[src/rtl/mi3_pkg.sv]
// ----------------------------------------------------------------------------
// mi3_pkg
// widths and the item type shared by the 3x3 inverse front, queue and back
// ----------------------------------------------------------------------------
package mi3_pkg;

  localparam int ELEM_W  = 16;               // q8.8 element
  localparam int FRAC_W  = 8;
  localparam int PROD_W  = 2 * ELEM_W;       // 2x2 minor product
  localparam int COF_W   = PROD_W + 1;       // cofactor
  localparam int DET_W   = 3 * ELEM_W + 1;   // exact determinant
  localparam int DMAG_W  = DET_W - 1;        // determinant magnitude
  localparam int MAG_W   = COF_W - 1;        // cofactor magnitude
  localparam int QSH     = FRAC_W + 16;      // q16.16 scaling shift
  localparam int REM_W   = MAG_W + QSH;      // dividend / remainder
  localparam int Q_W     = 32;               // quotient bits
  localparam int CMP_W   = DMAG_W + Q_W;     // width of shifted divisor
  localparam int NLANE   = 9;
  localparam int DSTAGES = Q_W;              // one quotient bit per stage
  localparam int IN_DW   = NLANE * ELEM_W;
  localparam int OUT_DW  = ((NLANE * Q_W + DET_W + 7) / 8) * 8;

  typedef struct packed {
    logic [NLANE-1:0][COF_W-1:0] cof;   // cofactors, row major
    logic [DET_W-1:0]            det;
  } mi3_item_t;

endpackage

[src/rtl/mi3_queue.sv]
// ----------------------------------------------------------------------------
// mi3_queue
// four-entry queue of cofactor items between front and back
// ----------------------------------------------------------------------------
module mi3_queue (
  input  logic               clk,
  input  logic               rst_n,
  input  logic               push,
  input  mi3_pkg::mi3_item_t push_item,
  output logic               full,
  input  logic               pop,
  output logic               not_empty,
  output mi3_pkg::mi3_item_t head
);

  localparam int DEPTH = 4;
  localparam int AW    = $clog2(DEPTH);

  mi3_pkg::mi3_item_t mem_r [DEPTH];
  logic [AW-1:0]      wp_r, rp_r;
  logic [AW:0]        cnt_r;

  assign full      = (cnt_r == (AW+1)'(DEPTH));
  assign not_empty = (cnt_r != '0);
  assign head      = mem_r[rp_r];

  always_ff @(posedge clk) begin
    if (push) begin
      mem_r[wp_r] <= push_item;
    end
  end

  always_ff @(posedge clk) begin
    if (!rst_n) begin
      wp_r  <= '0;
      rp_r  <= '0;
      cnt_r <= '0;
    end else begin
      if (push) wp_r <= wp_r + 1'b1;
      if (pop)  rp_r <= rp_r + 1'b1;
      cnt_r <= cnt_r + (AW+1)'(push) - (AW+1)'(pop);
    end
  end

  a_cnt_bound: assert property (@(posedge clk) disable iff (!rst_n)
    cnt_r <= (AW+1)'(DEPTH))
    else $error("queue count overrun");
  a_no_pop_empty: assert property (@(posedge clk) disable iff (!rst_n)
    pop |-> not_empty)
    else $error("pop from empty queue");
  a_cnt_step: assert property (@(posedge clk) disable iff (!rst_n)
    (push && !pop) |=> cnt_r == $past(cnt_r) + 1'b1)
    else $error("queue count did not advance");

endmodule

[config.mk]
export PLATFORM = sky130hd
export DESIGN_NAME = mi3_queue
export DESIGN_NICKNAME = d
export VERILOG_FILES = /design/src/rtl/mi3_pkg.sv /design/src/rtl/mi3_queue.sv
export SDC_FILE = /design/constraint.sdc
export NUM_CORES = 1
export LEC_CHECK = 0
export ABC_AREA = 1
export BUFFER_PORTS_ARGS = -buffer_cell sky130_fd_sc_hd__buf_2
export CAP_MARGIN = 0
export CORE_ASPECT_RATIO = 0.7
export CORE_UTILIZATION = 45
export CTS_CLUSTER_DIAMETER = 30
export DETAILED_ROUTE_END_ITERATION = 10
export GPL_TIMING_DRIVEN = 1
export PLACE_DENSITY_LB_ADDON = 0.25
export SETUP_SLACK_MARGIN = 0.2
export SYNTH_ARGS = -nofsm -noshare
export SYNTH_HDL_FRONTEND = slang
export SYNTH_SLANG_ARGS = --single-unit
[constraint.sdc]
create_clock -name clk -period 17.3 [get_ports clk]
set_input_delay 3.46 -clock clk [delete_from_list [all_inputs] [get_ports clk]]
set_output_delay 3.46 -clock clk [all_outputs]
set_load 0.02 [all_outputs]
# Yosys cells after proc, flatten, opt, wreduce, memory -nomap -nowiden
# Memories as Yosys holds them, arrays and structs flattened. A register that Yosys moved wholly into a read port is not among the register bits.
# Index checks and enable logic that the tools add are counted.
classes:
  n_eq_ne: 1
  reduce_logical: 1
  mux: 4
  addsub: 4
ops:
  columns: ["cell", "n"]
  rows:
  - ["$add 2x1->2 const B", 2]
  - ["$mux 2", 2]
  - ["$add 3x1->3", 1]
  - ["$eq 3x3->1 const B", 1]
  - ["$reduce_bool 3->1", 1]
  - ["$sub 3x1->3", 1]
  - ["$mux 1", 2]
totals:
  mem_count: 1
  regBits: 7
  ram_bits: 1384
  word_cells: 14
  out_inout_bits: 348
  inputBits: 350
memory_table:
  columns: ["name", "words", "width", "read_ports", "rd_ports_with_merged_regs", "write_ports", "line", "source"]
  rows:
  - ["mem_r", 4, 346, 1, 1, 1, "mi3_queue.sv:19", "mi3_pkg::mi3_item_t mem_r [DEPTH];"]

# Depth between registers and ports, before layout
depth:
  word_depth: 3
  mapped_depth: 8
  depth_no_buf: 8

# Worst setup path after synthesis
# Ideal clock, no wire load.
synth_timing:
  path_type: "input port to flip-flop"
  from: "in push"
  to: "mem mem_r[0][0] (netlist name) (enable)"
  t_arrival_ps: 10119
  setup_ps: 695
  stages: 2
  path_buffers: 0
  slack_ps: 6486
  path_cell_list: "nand2_1 -> inv_1"
synth_between:
  elab_chain_len: 2
synth_lines:
  columns: ["element", "line", "source"]
  rows:
  - ["start: declaration", "mi3_queue.sv:8", "input logic push,"]
  - ["$mux 1", "mi3_queue.sv:28", "if (push) begin"]
  - ["$mux 1 (not written as such)", "mi3_queue.sv:29", "mem_r[wp_r] <= push_item;"]
  - ["end: declaration", "mi3_queue.sv:19", null]
# No other way between the ends.

==> impl_metrics.tcl <==
set metrics [dict create \
    r2r_setup_slack_ns 13.31 \
    powerDensity_nw_per_um2 135.3 \
    io_pins 698 \
    globalplace.congestion 0.7809 \
    cp_max_fo 105 \
    drt_pass1_iterations 5 \
    tightest_slew_ns 1.292 \
    fill_cells 9782 \
    timing.final.crit_share_pct 50.64 \
    netlist_area_um2 54680 \
    routed_wl_mm 120.6 \
    seq_area_frac_synth_pct 76.34 \
    cp_data_required_time_ns 13.84 \
    die_w_um 418.6 \
    cts_root_buf "clkbuf_16" \
    coreArea_um2 119900 \
    die_h_um 293.6 \
    hold_class "reg2reg" \
    grt.total_usage_pct 19.24 \
    max-vdd-ir-drop_uv 126.7 \
    p_leak_nw 25.87 \
    clock-sinks 1393 \
    grt_setup_unrepaired "false" \
    synth_common_cells "1384 x edfxtp_1, 707 x inv_1, 702 x nand2_1" \
    place_hpwl_mm 71.46 \
    layout_min_cycle_time_ns 8.760 \
    seqCellArea_um2 41750 \
    synth_seq_cells 1393 \
    drtIter0Drc 2001 \
    synth_area_per_cell_um2 13.36 \
    start_util_pct 45.61 \
    slew_violations 0 \
    critPathArrivalTime_ns 5.30 \
    cp-end-kind "output pin" \
    yosysMostFrequentCell "edfxtp_1" \
    tritoncts "built" \
    ctsResizeCount 0 \
    wire_per_inst_um 18.16 \
    hold_depth 2 \
    rows 106 \
    ys.flop_type "edfxtp_1" \
    grt_pass1_vias 30481 \
    final_util_pct 55.57 \
    startpoint_type "register" \
    cts.path.max_buffers 3 \
    synth_edf_count 1384 \
    holdCritStartpoint "rp_r[1]" \
    max_clock_freq_mhz 114.2 \
    drc_errors 0 \
    grt_antenna_before_repair 39 \
    reg2reg_depth 7 \
    syn-num-nets 4449 \
    rr_endpoint "mem_r[1][106]" \
    synth_top_area_share_pct 76.01 \
    grt_overflow 0 \
    insertion_delay_ns 0.81 \
    ys_warn_count 0 \
    routed_via_density 4.879 \
    syn_inst 4092 \
    finalHoldViolCount 0 \
    portBuffers 697 \
    area_growth_pct 21.86 \
    yosysUniqueCellTypes 16 \
    worstSetupPathType "reg2out" \
    status "complete, no violations" \
    postSynth.asyncResetShare_pct 0 \
    fin_hold_ws_ns 0.4576 \
    fin_setup_tns_ns 0 \
    yosys-top-cells-area "edfxtp_1 76%, inv_1 4.9%, nand2_1 4.8%" \
    fin_skew_ns 0.01844 \
    drive_above_1_share_pct 22.01 \
    cts_buffers 214 \
    nets 5162 \
    timing.rr.start "wp_r[1]" \
    htreeDepth 4 \
    grt_max_degree 287 \
    setup_viol 0 \
    hold_buffers 0 \
    max-cap-violations 0 \
    clkSlewWorstSetupHoldPaths_ns 0.05 \
    slew-limit-headroom_pct 13.88 \
    grt_pass1_wl_mm 180.0 \
    post-cts-setup-buffers 0 \
    vias 32399 \
    multiInputGateArea_um2 8889 \
    synth_top_area_cell "edfxtp_1" \
    dieArea_um2 122900 \
    antenna_left 0 \
]
how the worst max path moves through the flow:
stage / start / end / slack [ns] / depth (start not counted)
after global placement: register / head[146] / 9.43 / 6
final: register / head[145] / 8.54 / 6
after floorplan: push / mem_r[0][0] / 6.49 / 2
after global routing: register / head[2] / 8.11 / 7
after detailed placement: register / head[145] / 9.34 / 6
after CTS: register / head[135] / 8.46 / 6
placed cells by master (no fill, tap or decap):
cell and instances:
a21oi_1 352, buf_12 5, buf_2 697, buf_4 26
bufinv_16 30, clkbuf_1 19, clkbuf_16 214, clkinv_1 27
clkinv_16 1, clkinv_2 25, clkinv_4 16, clkinv_8 8
clkinvlp_4 24, dfxtp_1 7, dfxtp_4 2, diode_2 27
edfxtp_1 1384, fa_1 1, ha_1 6, inv_1 703
inv_16 2, inv_6 32, inv_8 11, nand2_1 702
nand3_1 2, nor2_1 2, o211ai_1 340, o211ai_2 6
o21ai_0 350
power by group:
| group | internal (mW) | switching (mW) |
|---|---|---|
| clock | 2.75 | 1.60 |
| combinational | 0.206 | 0.551 |
| sequential | 3.87 | 0.0355 |
| total | 6.83 | 2.19 |
state kept, by name, indices dropped and copies added, names as in the netlist, named ones only:
name,count
mem_r,1384
wp_r,2
rp_r,2
cnt_r,3
through the flow:
stage / worst slack [ns] / cells / total power [mW] / instance area, µm²
2_1_floorplan: 6.486 / 4092 / 4.477 / 54680
4_1_cts: 8.464 / 6614 / 9.107 / 66560
3_5_place_dp: 9.343 / 6209 / 4.740 / 59130
6_report: 8.540 / 6641 / 9.016 / 66630
5_1_grt: 8.110 / 6633 / 9.315 / 66610
3_3_place_gp: 9.433 / 6209 / 4.728 / 59130
routing by layer:
metal | GRT usage [%] | wire length [µm] | vias up
met4 | 9.059 | 4548 | 16
met3 | 4.815 | 6280 | 267
met5 | 0 | 96 | -
met1 | 24.02 | 50260 | 15480
li1 | - | - | 15883
met2 | 31.54 | 59420 | 753
critical path, cell delays in order (launching register included):
cell and delay [ns]:
dfxtp_4 0.99, buf_4 0.99, buf_4 0.84, buf_4 0.86
o211ai_1 0.21, nand2_1 0.13, buf_2 0.17
cell type report:
type,count,share of cell area (%)
timing repair buffer,728,5.678
clock inverter,172,3.012
antenna,27,0.1014
clock buffer,233,8.144
multi-input combinational,1761,13.34
tap,1620,3.042
inverter,707,4.028
sequential,1393,62.65
cells by family after synthesis:
group	after synthesis	synth area share [%]
AO/OA/AOI/OAI	1048	11.23
adder cells (fa/ha/maj)	7	0.1739
buffers and inverters	938	7.407
flip-flops	1393	76.34
AND/OR/NAND/NOR	706	4.851
No activity file was read; power rests on OpenSTA's default activity.
